--- src/cht_pkg.sv ---
// ----------------------------------------------------------------------------
// cht_pkg
// Shared types and codes for the chained hash table.
// ----------------------------------------------------------------------------
package cht_pkg;

  localparam logic [1:0] OP_INSERT = 2'd0;
  localparam logic [1:0] OP_DELETE = 2'd1;
  localparam logic [1:0] OP_SEARCH = 2'd2;

  localparam logic [2:0] ST_INSERTED  = 3'd0;
  localparam logic [2:0] ST_FULL      = 3'd1;
  localparam logic [2:0] ST_DELETED   = 3'd2;
  localparam logic [2:0] ST_DEL_FAIL  = 3'd3;
  localparam logic [2:0] ST_FOUND     = 3'd4;
  localparam logic [2:0] ST_NOT_FOUND = 3'd5;

  typedef enum logic [3:0] {
    S_IDLE,
    S_MOD,
    S_LEN,
    S_SCAN,
    S_SCAN_CMP,
    S_SHIFT_RD,
    S_SHIFT_WR,
    S_DONE,
    S_OUT
  } state_t;

  // Controller to datapath.
  typedef struct packed {
    logic load;      // capture request, start modulo
    logic mod_step;  // one restoring-subtract step
    logic len_rd;    // latch bucket length
    logic idx_init;  // set walk index for the chosen operation
    logic rd;        // read entry at walk index
    logic cmp;       // compare read data with key
    logic idx_inc;
    logic idx_dec;
    logic wr;        // write shifted entry
    logic finish;    // write length and build result
    logic out_load;
  } ctrl_t;

  // Datapath to controller.
  typedef struct packed {
    logic mod_done;
    logic is_insert;
    logic is_delete;
    logic is_search;
    logic full;
    logic scan_end;  // walk index reached length
    logic match;
    logic shift_end;
    logic out_busy;
  } stat_t;

endpackage

--- src/cht_ctrl.sv ---
// ----------------------------------------------------------------------------
// cht_ctrl
// Sequencer: modulo, length fetch, chain walk and shift, result hand-off.
// ----------------------------------------------------------------------------
module cht_ctrl
  import cht_pkg::*;
(
  input  logic  clk,
  input  logic  rst,
  input  logic  in_fire,
  input  stat_t stat,
  output logic  in_rdy,
  output ctrl_t ctrl
);

  state_t state, state_next;

  always_ff @(posedge clk) begin
    if (rst) begin
      state <= S_IDLE;
    end else begin
      state <= state_next;
    end
  end

  always_comb begin
    state_next = state;
    unique case (state)
      S_IDLE:     if (in_fire) state_next = S_MOD;
      S_MOD:      if (stat.mod_done) state_next = S_LEN;
      S_LEN:      state_next = S_SCAN;
      S_SCAN: begin
        priority if (stat.is_insert) begin
          state_next = stat.full ? S_DONE : S_SHIFT_RD;
        end else if (!stat.is_delete && !stat.is_search) begin
          state_next = S_DONE;
        end else if (stat.scan_end) begin
          state_next = S_DONE;
        end else begin
          state_next = S_SCAN_CMP;
        end
      end
      S_SCAN_CMP: begin
        priority if (!stat.match) state_next = S_SCAN;
        else if (stat.is_delete) state_next = S_SHIFT_RD;
        else state_next = S_DONE;
      end
      S_SHIFT_RD: state_next = S_SHIFT_WR;
      S_SHIFT_WR: state_next = stat.shift_end ? S_DONE : S_SHIFT_RD;
      S_DONE:     state_next = S_OUT;
      S_OUT:      if (!stat.out_busy) state_next = S_IDLE;
      default:    state_next = S_IDLE;
    endcase
  end

  always_comb begin
    ctrl = '0;
    in_rdy = 1'b0;
    unique case (state)
      S_IDLE: begin
        in_rdy = 1'b1;
        ctrl.load = in_fire;
      end
      S_MOD:  ctrl.mod_step = 1'b1;
      S_LEN: begin
        ctrl.len_rd = 1'b1;
        ctrl.idx_init = 1'b1;
      end
      S_SCAN: ctrl.rd = 1'b1;
      S_SCAN_CMP: begin
        ctrl.cmp = 1'b1;
        ctrl.idx_inc = !stat.match;
      end
      S_SHIFT_RD: ctrl.rd = 1'b1;
      S_SHIFT_WR: begin
        ctrl.wr = 1'b1;
        ctrl.idx_inc = stat.is_delete;
        ctrl.idx_dec = stat.is_insert;
      end
      S_DONE: ctrl.finish = 1'b1;
      S_OUT:  ctrl.out_load = !stat.out_busy;
      default: ;
    endcase
  end

endmodule

--- config.mk ---
export PLATFORM = sky130hd
export DESIGN_NAME = cht_ctrl
export DESIGN_NICKNAME = d
export VERILOG_FILES = /design/src/cht_pkg.sv /design/src/cht_ctrl.sv
export SDC_FILE = /design/constraint.sdc
export NUM_CORES = 1
export LEC_CHECK = 0
export BUFFER_PORTS_ARGS = -buffer_cell sky130_fd_sc_hd__buf_2
export CORE_AREA = 2 2 39 41
export CTS_CLUSTER_DIAMETER = 80
export DETAILED_ROUTE_END_ITERATION = 10
export DIE_AREA = 0 0 41 43
export PLACE_DENSITY_LB_ADDON = 0.05
export SETUP_SLACK_MARGIN = 0.1
export SLEW_MARGIN = 25
export SYNTH_ARGS = -nofsm -noshare
export SYNTH_HDL_FRONTEND = slang
export SYNTH_SLANG_ARGS = --single-unit
--- constraint.sdc ---
create_clock -name clk -period 1.4 [get_ports clk]
set_input_delay 0.28 -clock clk [delete_from_list [all_inputs] [get_ports clk]]
set_output_delay 0.28 -clock clk [all_outputs]
set_load 0.02 [all_outputs]
==> out/qor.csv, run 1 <==
metric;value;unit
status;complete, but fails checks;
violations;negative setup slack;
placed_area;607;µm²
largest_register;state;
critPathKind;flop to primary output;
wl_per_cell;12.4;µm
synthCells;53;
whs_path_depth;2;
antenna_found_initial;0;
required;1.12;ns
skew;0.00208;ns
synthAdderAreaFrac;0;
timing.reg2reg.worst_path_depth;4;
synth_compound_area_frac;0.190;
multiInputGateArea;400;µm²
final-seq-area;92.6;µm²
ys_seq_area_frac;0.221;
dp.cells;96;
syn_area_per_cell;6.82;µm²
nFillCells;116;
biggestRegsByFlops;state: 4 flops;
path_common_cell;buf_6;
max_freq;661;MHz
post-route-util;0.658;
critPathMaxFanout;5;
dr_total_vias;558;
largest_register_ffs;4;
slowest_stage;dfxtp_4;
drt_first_iter_violations;5;
cts_buffer_depth;2;
cap_violations;0;
rows;14;
insertion_delay;0.23;ns
start_util;0.261;
design.core.area;1380;µm²
grt-ovfl-total;0;
yosys_warnings;0;
portBuffers;23;
fin_cells;110;
muxShareOfSynthArea;0.0311;
pwr-share-clk;0.174;
path_clk_slew;0.04;ns
grt_pass1_vias;492;
cp-end-kind;primary output;
yosysTopAreaCellShare;0.221;
synth_area_leaders;dfxtp_1 22%, nor2_1 8.3%, nor3_1 6.9%;
power_density;873;nW/µm²
synth.largest_area_cell;dfxtp_1;
yosys.area_share.simple;0.443;
fin_crit_sh;1.08;
fin_setup_tns;-0.611;ns
cp_cell_sequence;buf_6 -> nor4_4 -> and2_4 -> buf_6;
die_w;41;µm
finalWirelength;1370;µm
cts_hold_buf;0;
antenna_left;0;
cts_tree;done;
final_net_count;108;
crit_path_start_kind;flop;
firstDrtPassIters;4;
critical_path.max_stage_delay;0.35;ns
dieArea;1760;µm²
synth_xor_area_frac;0.0242;
grt_max_degree;8;
tightestPinTransition;0.283;ns
p_sw;0.285;mW
p_leak;0.406;nW
synthesis.area;362;µm²
diodes;0;
drive_gt1_frac;0.755;
die_h;43;µm
root_buffer;clkbuf_4;
vias_per_cell;5.07;
slew_violations;0;
maxSlewHeadroom;0.810;
clkSinkCount;4;
switching_share;0.359;
rsz0062_at_grt;yes;
setup_viol;9;
synth_top_family_by_area;simple AND/OR/NAND/NOR gates;
p_comb_frac;0.633;
h-tree-depth;1;
netlist-cell-type-count;24;
ios;24;
syn2layout_area_growth;152;%
ir_drop;0.000606;V
arrival;1.23;ns
intPower;0.510;mW
gp_congestion;0.753;
fin_area;911;µm²
drc;0;
finalWorstSetupSlack;-0.113;ns
seq_power_share;0.193;
hold_slack;0.278;ns
hold_viol_final;0;
syn-num-nets;65;
track_usage;0.178;
cts_made_buffers;3;
fin_crit;1.51;ns
dp_hpwl;870;µm
hp-class;input pin to flop;
grt_pass1_wl;2090;µm
ys_ff_latch;4;
-- power groups by stage --
stage	logic (mW)	clock network (mW)	registers, mW
after floorplan	0.218	0	0.141
after global placement	0.306	0	0.152
after detailed placement	0.304	0	0.150
after CTS	0.444	0.144	0.154
after global routing	0.542	0.158	0.155
final	0.503	0.138	0.154
-- metal layers --
metal | global-route usage | vias to the layer above | share of wire
met5 | 0 | - | 0
met4 | 0.100 | 0 | 0.041
met3 | 0.0419 | 6 | 0.062
met2 | 0.291 | 22 | 0.50
met1 | 0.197 | 257 | 0.39
li1 | - | 273 | -
-- placed cells by master (no fill, tap or decap), drive strengths merged, types with 2 or more instances in the layout --
cell type  count
buf           43
nor3           5
o21ai          3
nor2b          2
nand2          3
clkbuf         3
nor4           3
nor2           8
nand2b         2
dfxtp          4
and2           2
a21oi          4
nor3b          2
inv            2
-- through the flow --
stage,setup WS (ns),power [mW]
global placement,0.0479,0.458
CTS,-0.120,0.742
floorplan,-0.0212,0.359
finish,-0.113,0.795
global route,-0.187,0.855
detailed placement,0.0429,0.455
-- synthesized netlist by cell type, drive strengths merged --
master  number
a211o        1
a21oi        4
a41oi        1
and2         2
buf          3
clkbuf       2
dfxtp        4
inv          2
mux2         1
nand2        3
nand2b       2
nor2         8
nor2b        2
nor3         5
nor3b        2
nor4         3
nor4bb       1
o21ai        3
o31a         1
o31ai        1
or4b         1
xnor2        1
-- worst max-delay path: cells and delay by family, from the launching register on --
kind / cells / cell delay [ns]
buf+inv: 2 / 0.22
simple gates: 2 / 0.43
flops: 1 / 0.35
-- logic make-up (layout without fill, tap and decap cells) --
family,count (synthesis),after routing
XOR/XNOR,1,1
buffers and inverters,7,48
AO/OA/AOI/OAI,11,11
AND/OR/NAND/NOR,29,29
multiplexers,1,1
flip-flops,4,4
-- area by class of cell --
class,count,share of cell area
repair buffers,43,0.404
inverters,2,0.00824
flip-flops and latches,4,0.102
well taps,16,0.0220
multi-input cells,42,0.440
clock buffers,3,0.0247
-- path summary, 6_finish.rpt --
| kind | start | slack, ns | end |
|---|---|---|---|
| worst min register to register | state[0]$_SDFFE_PP0P_ | 0.66 | state[2]$_SDFFE_PP0P_ |
| worst max register to register | state[1]$_SDFFE_PP0P_ | 0.09 | state[1]$_SDFFE_PP0P_ |
| worst min-delay path | rst | 0.28 | state[3]$_SDFFE_PP0P_ |
| worst max-delay path | state[0]$_SDFFE_PP0P_ | -0.11 | ctrl[10] |
-- timing repair --
action / 4_1_cts / 5_1_grt
gates resized for setup: 45 / 12
setup endpoints to repair: 14 / 15
pin swaps: 11 / 6
setup buffers: 7 / 4
(Power assumes the default switching activity.)
==> run 2, diff against run 1 <==
==> constraint.sdc (replaced) <==
create_clock -name clk -period 1.8 [get_ports clk]
set_input_delay 0.36 -clock clk [delete_from_list [all_inputs] [get_ports clk]]
set_output_delay 0.36 -clock clk [all_outputs]
set_load 0.02 [all_outputs]
==> out/qor.csv, run 2 (synthesized netlist as in run 1, its figures left out) <==
metric;value;unit;change
drive_gt1_frac;0.500;;-0.255
fin_crit_sh;0.907;;
grt_pass1_wl;1400;µm;-33%
cts_buffer_depth;2;;unchanged
placed_area;499;µm²;-18%
cts_tree;done;;
clkSinkCount;4;;unchanged
design.core.area;1380;µm²;unchanged
vias_per_cell;4.77;;-5.9%
grt_max_degree;13;;+5
hold_end;state[2]$_SDFFE_PP0P_;;
cp-end-kind;primary output;;
critical_path.max_stage_delay;0.36;ns;about the same
p_total;0.421;mW;-47%
dp_hpwl;786;µm;-9.7%
status;finished clean;;
hold_slack;0.341;ns;+0.0632 ns
power_density;776;nW/µm²;-11%
critPathMaxFanout;8;;+3
antenna_found_initial;0;;unchanged
required;1.44;ns;+0.32 ns
r2r_start;state[3]$_SDFFE_PP0P_;;
critPathKind;flop to primary output;;
cts_made_buffers;3;;unchanged
drc;0;;unchanged
grt-ovfl-total;0;;unchanged
h-tree-depth;1;;unchanged
largest_register;state;;
fin_crit;1.63;ns;
whs_path_depth;2;;unchanged
slowest_stage;dfxtp_2;;
fin_area;543;µm²;-40%
wl_per_cell;10.7;µm;-14%
rows;14;;unchanged
p_leak;0.257;nW;-37%
insertion_delay;0.23;ns;about the same
cts_hold_buf;0;;unchanged
die_w;41;µm;unchanged
fin_setup_tns;0;ns;+0.611 ns
start_util;0.261;;unchanged
tightestPinTransition;0.254;ns;-0.0290 ns
post-route-util;0.392;;-0.266
diodes;0;;unchanged
crit_path_start_kind;flop;;
track_usage;0.117;;-0.0613
cap_violations;0;;unchanged
hold_viol_final;0;;unchanged
setup_viol;0;;-9
layout_common_cells;23 x buf_2, 7 x nor2_1, 5 x nor3_1;;
grt_pass1_vias;342;;-30%
max_freq;613;MHz;
portBuffers;23;;unchanged
r2r-end;state[1]$_SDFFE_PP0P_;;
biggestRegsByFlops;state: 4 flops;;
largest_register_ffs;4;;unchanged
maxSlewHeadroom;0.830;;+0.0193
syn2layout_area_growth;50.2;%;
rsz0062_at_grt;yes;;
antenna_left;0;;unchanged
dieArea;1760;µm²;unchanged
die_h;43;µm;unchanged
skew;0.00445;ns;+0.00237 ns
final_net_count;90;;-17%
drt_first_iter_violations;9;;+4
root_buffer;clkbuf_4;;
ios;24;;unchanged
gp_congestion;0.719;;-4.5%
slew_violations;0;;unchanged
timing.reg2reg.worst_path_depth;3;;-1
hp-class;input pin to flop;;
path_clk_slew;0.04;ns;about the same
worstHoldStart;rst;;
finalWirelength;982;µm;-28%
cp_cell_sequence;buf_4 -> nor4_4 -> and2_1 -> buf_2;;
firstDrtPassIters;3;;-1
mostFrequentLayoutCell;buf_2;;
r2r_setup_slack;0.43;ns;+0.34 ns
ir_drop;0.000538;V;-11%
nFillCells;162;;+40%
dr_total_vias;439;;-21%
cts_setup_buffers;0;;-7
arrival;1.27;ns;+0.04 ns
cts_resized;4;;-91%
## run 2: changes by cell type in the layout (fill, tap and decap cells not counted), moves of 3 or more
cell     delta
dfxtp_4     -3
nor3_1      +3
buf_4      -10
dfxtp_2     +3
buf_2      +11
buf_6      -18
## run 2: layer usage
metal	up-vias	part of all wire	GRT usage
met1	193	0.47	0.174
met5	-	0	0
li1	234	-	-
met4	0	0	0.0400
met3	0	0.053	0.0314
met2	12	0.48	0.156
## run 2: critical path: cells and delay by family, from the launching register on
family | cells | cell delay [ns]
buf+inv | 2 | 0.32
flops | 1 | 0.36
simple gates | 2 | 0.36
## run 2: cell type report
cell class	count	area [µm²]	area share
Multi-Input combinational cell	42	278	0.512
Clock buffer	3	22.5	0.0415
Tap cell	16	20.0	0.0369
Inverter	2	7.51	0.0138
Sequential cell	4	85.1	0.157
Timing Repair Buffer	25	130	0.240
## run 2: how the worst max path moves through the flow
stage	startpoint	to	slack (ns)	cells after the start
after floorplan	state[3]$_SDFFE_PP0P_	ctrl[10]	0.11	3
after global placement	state[0]$_SDFFE_PP0P_	ctrl[9]	0.30	3
after detailed placement	state[0]$_SDFFE_PP0P_	ctrl[9]	0.28	3
after CTS	state[2]$_SDFFE_PP0P_	ctrl[9]	0.12	4
after global routing	state[3]$_SDFFE_PP0P_	ctrl[8]	0.09	3
final	state[2]$_SDFFE_PP0P_	ctrl[10]	0.17	4
## run 2: through the flow
step                setup WS [ns]  std cells
global placement            0.295         89
floorplan                   0.111         53
finish                      0.168         92
global route               0.0886         92
CTS                         0.116         92
detailed placement          0.280         89
## run 2: power by group
part | internal, mW | switching, mW | total, mW
logic | 0.0867 | 0.0929 | 0.180
registers | 0.101 | 0.0308 | 0.132
clock network | 0.0745 | 0.0357 | 0.110
total | 0.262 | 0.159 | 0.421
==> run 3, diff against run 2 <==
==> constraint.sdc (replaced) <==
create_clock -name clk -period 1.55 [get_ports clk]
set_input_delay 0.31 -clock clk [delete_from_list [all_inputs] [get_ports clk]]
set_output_delay 0.31 -clock clk [all_outputs]
set_load 0.02 [all_outputs]
==> out/qor.csv, run 3 (synthesized netlist as in run 1, its figures left out) <==
metric;value;unit;change
skew;0.00524;ns;+0.000788 ns
slew_violations;0;;unchanged
root_buffer;clkbuf_4;;
p_sw;0.216;mW;+36%
grt_util_met1;0.186;;+0.0117
nFillCells;141;;-13%
path_clk_slew;0.03;ns;about the same
hp-class;input pin to flop;;
dr_total_vias;495;;+13%
track_usage;0.135;;+0.0188
p_total;0.597;mW;+42%
wl_per_cell;11.2;µm;+4.5%
gp_congestion;0.773;;+7.6%
post-route-util;0.538;;+0.146
ios;24;;unchanged
critPathKind;flop to primary output;;
crit_buf_inv;2;;unchanged
grt.met2_usage;0.194;;+0.0375
p_comb_frac;0.555;;+0.129
grt-ovfl-total;0;;unchanged
fin_crit;1.52;ns;
grt_use_met3;0.0314;;unchanged
start_util;0.261;;unchanged
die_h;43;µm;unchanged
status;finished clean;;
vias_per_cell;4.81;;+0.71%
insertion_delay;0.23;ns;about the same
hold_slack;0.296;ns;-0.0454 ns
intPower;0.381;mW;+46%
dieArea;1760;µm²;unchanged
grt_max_degree;8;;-5
crit_path_start_kind;flop;;
p_leak;0.341;nW;+33%
rsz0062_at_grt;yes;;
cts_buffer_depth;2;;unchanged
layout_common_cells;17 x buf_4, 14 x buf_2, 4 x nor2_1, 4 x buf_6;;
syn2layout_area_growth;106;%;
antenna_left;0;;unchanged
antenna_found_initial;0;;unchanged
mostFrequentLayoutCell;buf_4;;
grt_pass1_vias;431;;+26%
cts_made_buffers;3;;unchanged
tightestPinTransition;0.322;ns;+0.0687 ns
cts_tree;done;;
rows;14;;unchanged
switching_share;0.362;;-0.0165
hold_viol_final;0;;unchanged
design.core.area;1380;µm²;unchanged
ir_drop;0.000487;V;-9.6%
h-tree-depth;1;;unchanged
biggestRegsByFlops;state: 4 flops;;
largest_register_ffs;4;;unchanged
cp_top_family;simple AND/OR/NAND/NOR gates;;
required;1.24;ns;-0.20 ns
dp_slack;0.0530;ns;-0.227 ns
arrival;1.21;ns;-0.06 ns
critical_path.max_stage_delay;0.35;ns;about the same
setup_viol;0;;unchanged
firstDrtPassIters;1;;-2
slowest_stage;dfxtp_4;;
portBuffers;23;;unchanged
finalWorstSetupSlack;0.0333;ns;-0.135 ns
cap_violations;0;;unchanged
largest_register;state;;
critPathMaxFanout;5;;-3
drive_gt1_frac;0.690;;+0.190
cp_cell_sequence;buf_6 -> nor4_4 -> and2_1 -> buf_6;;
drt_first_iter_violations;0;;-9
pwr-share-clk;0.209;;-0.053
finalWirelength;1150;µm;+17%
diodes;0;;unchanged
cp-end-kind;primary output;;
clkSinkCount;4;;unchanged
cts_hold_buf;0;;unchanged
max_freq;659;MHz;
die_w;41;µm;unchanged
drc;0;;unchanged
fin_setup_tns;0;ns;unchanged
final_net_count;101;;+12%
dp_hpwl;818;µm;+4.1%
path_common_cell;buf_6;;
busiest_layer;met2;;
power_density;802;nW/µm²;+3.4%
maxSlewHeadroom;0.783;;-0.0463
fin_crit_sh;0.978;;
seq_power_share;0.236;;-0.076
grt_pass1_wl;1670;µm;+19%
[run 3: worst paths after layout]
check	cells after the start	end	slack (ns)	start
worst max-delay path	4	ctrl[10]	0.03	state[2]$_SDFFE_PP0P_
worst min-delay path	2	state[2]$_SDFFE_PP0P_	0.30	rst
worst max register to register	3	state[1]$_SDFFE_PP0P_	0.19	state[3]$_SDFFE_PP0P_
worst min register to register	2	state[2]$_SDFFE_PP0P_	0.58	state[3]$_SDFFE_PP0P_
[run 3: cell type report]
class	instances	area (µm²)	area share
multi-input combinational	42	344	0.462
clock buffer	3	22.5	0.0303
inverter	2	7.51	0.0101
sequential	4	92.6	0.124
tap	16	20.0	0.0269
timing repair buffer	36	258	0.346
[run 3: metrics by stage]
step / area (µm²) / cells
4_1_cts: 707 / 103
3_5_place_dp: 566 / 93
3_3_place_gp: 566 / 93
6_report: 744 / 103
5_1_grt: 744 / 103
2_1_floorplan: 412 / 53
[run 3: per-layer routing]
metal  wire [µm]  part of all wire
met1         504              0.44
met2         593              0.52
met3          51             0.044
met4           0                 0
met5           0                 0
[run 3: power groups by stage]
stage | logic, mW | registers (mW) | clock network [mW]
finish | 0.332 | 0.141 | 0.125
global route | 0.357 | 0.144 | 0.136
CTS | 0.312 | 0.140 | 0.131
detailed placement | 0.240 | 0.141 | 0
global placement | 0.241 | 0.142 | 0
floorplan | 0.182 | 0.126 | 0
[run 3: repair_timing]
action | in CTS | in global routing
pin swaps | 3 | 2
setup buffers | 7 | 0
resized for setup | 23 | 11
hold endpoints to repair | 0 | 0
setup endpoints to repair | 12 | 11
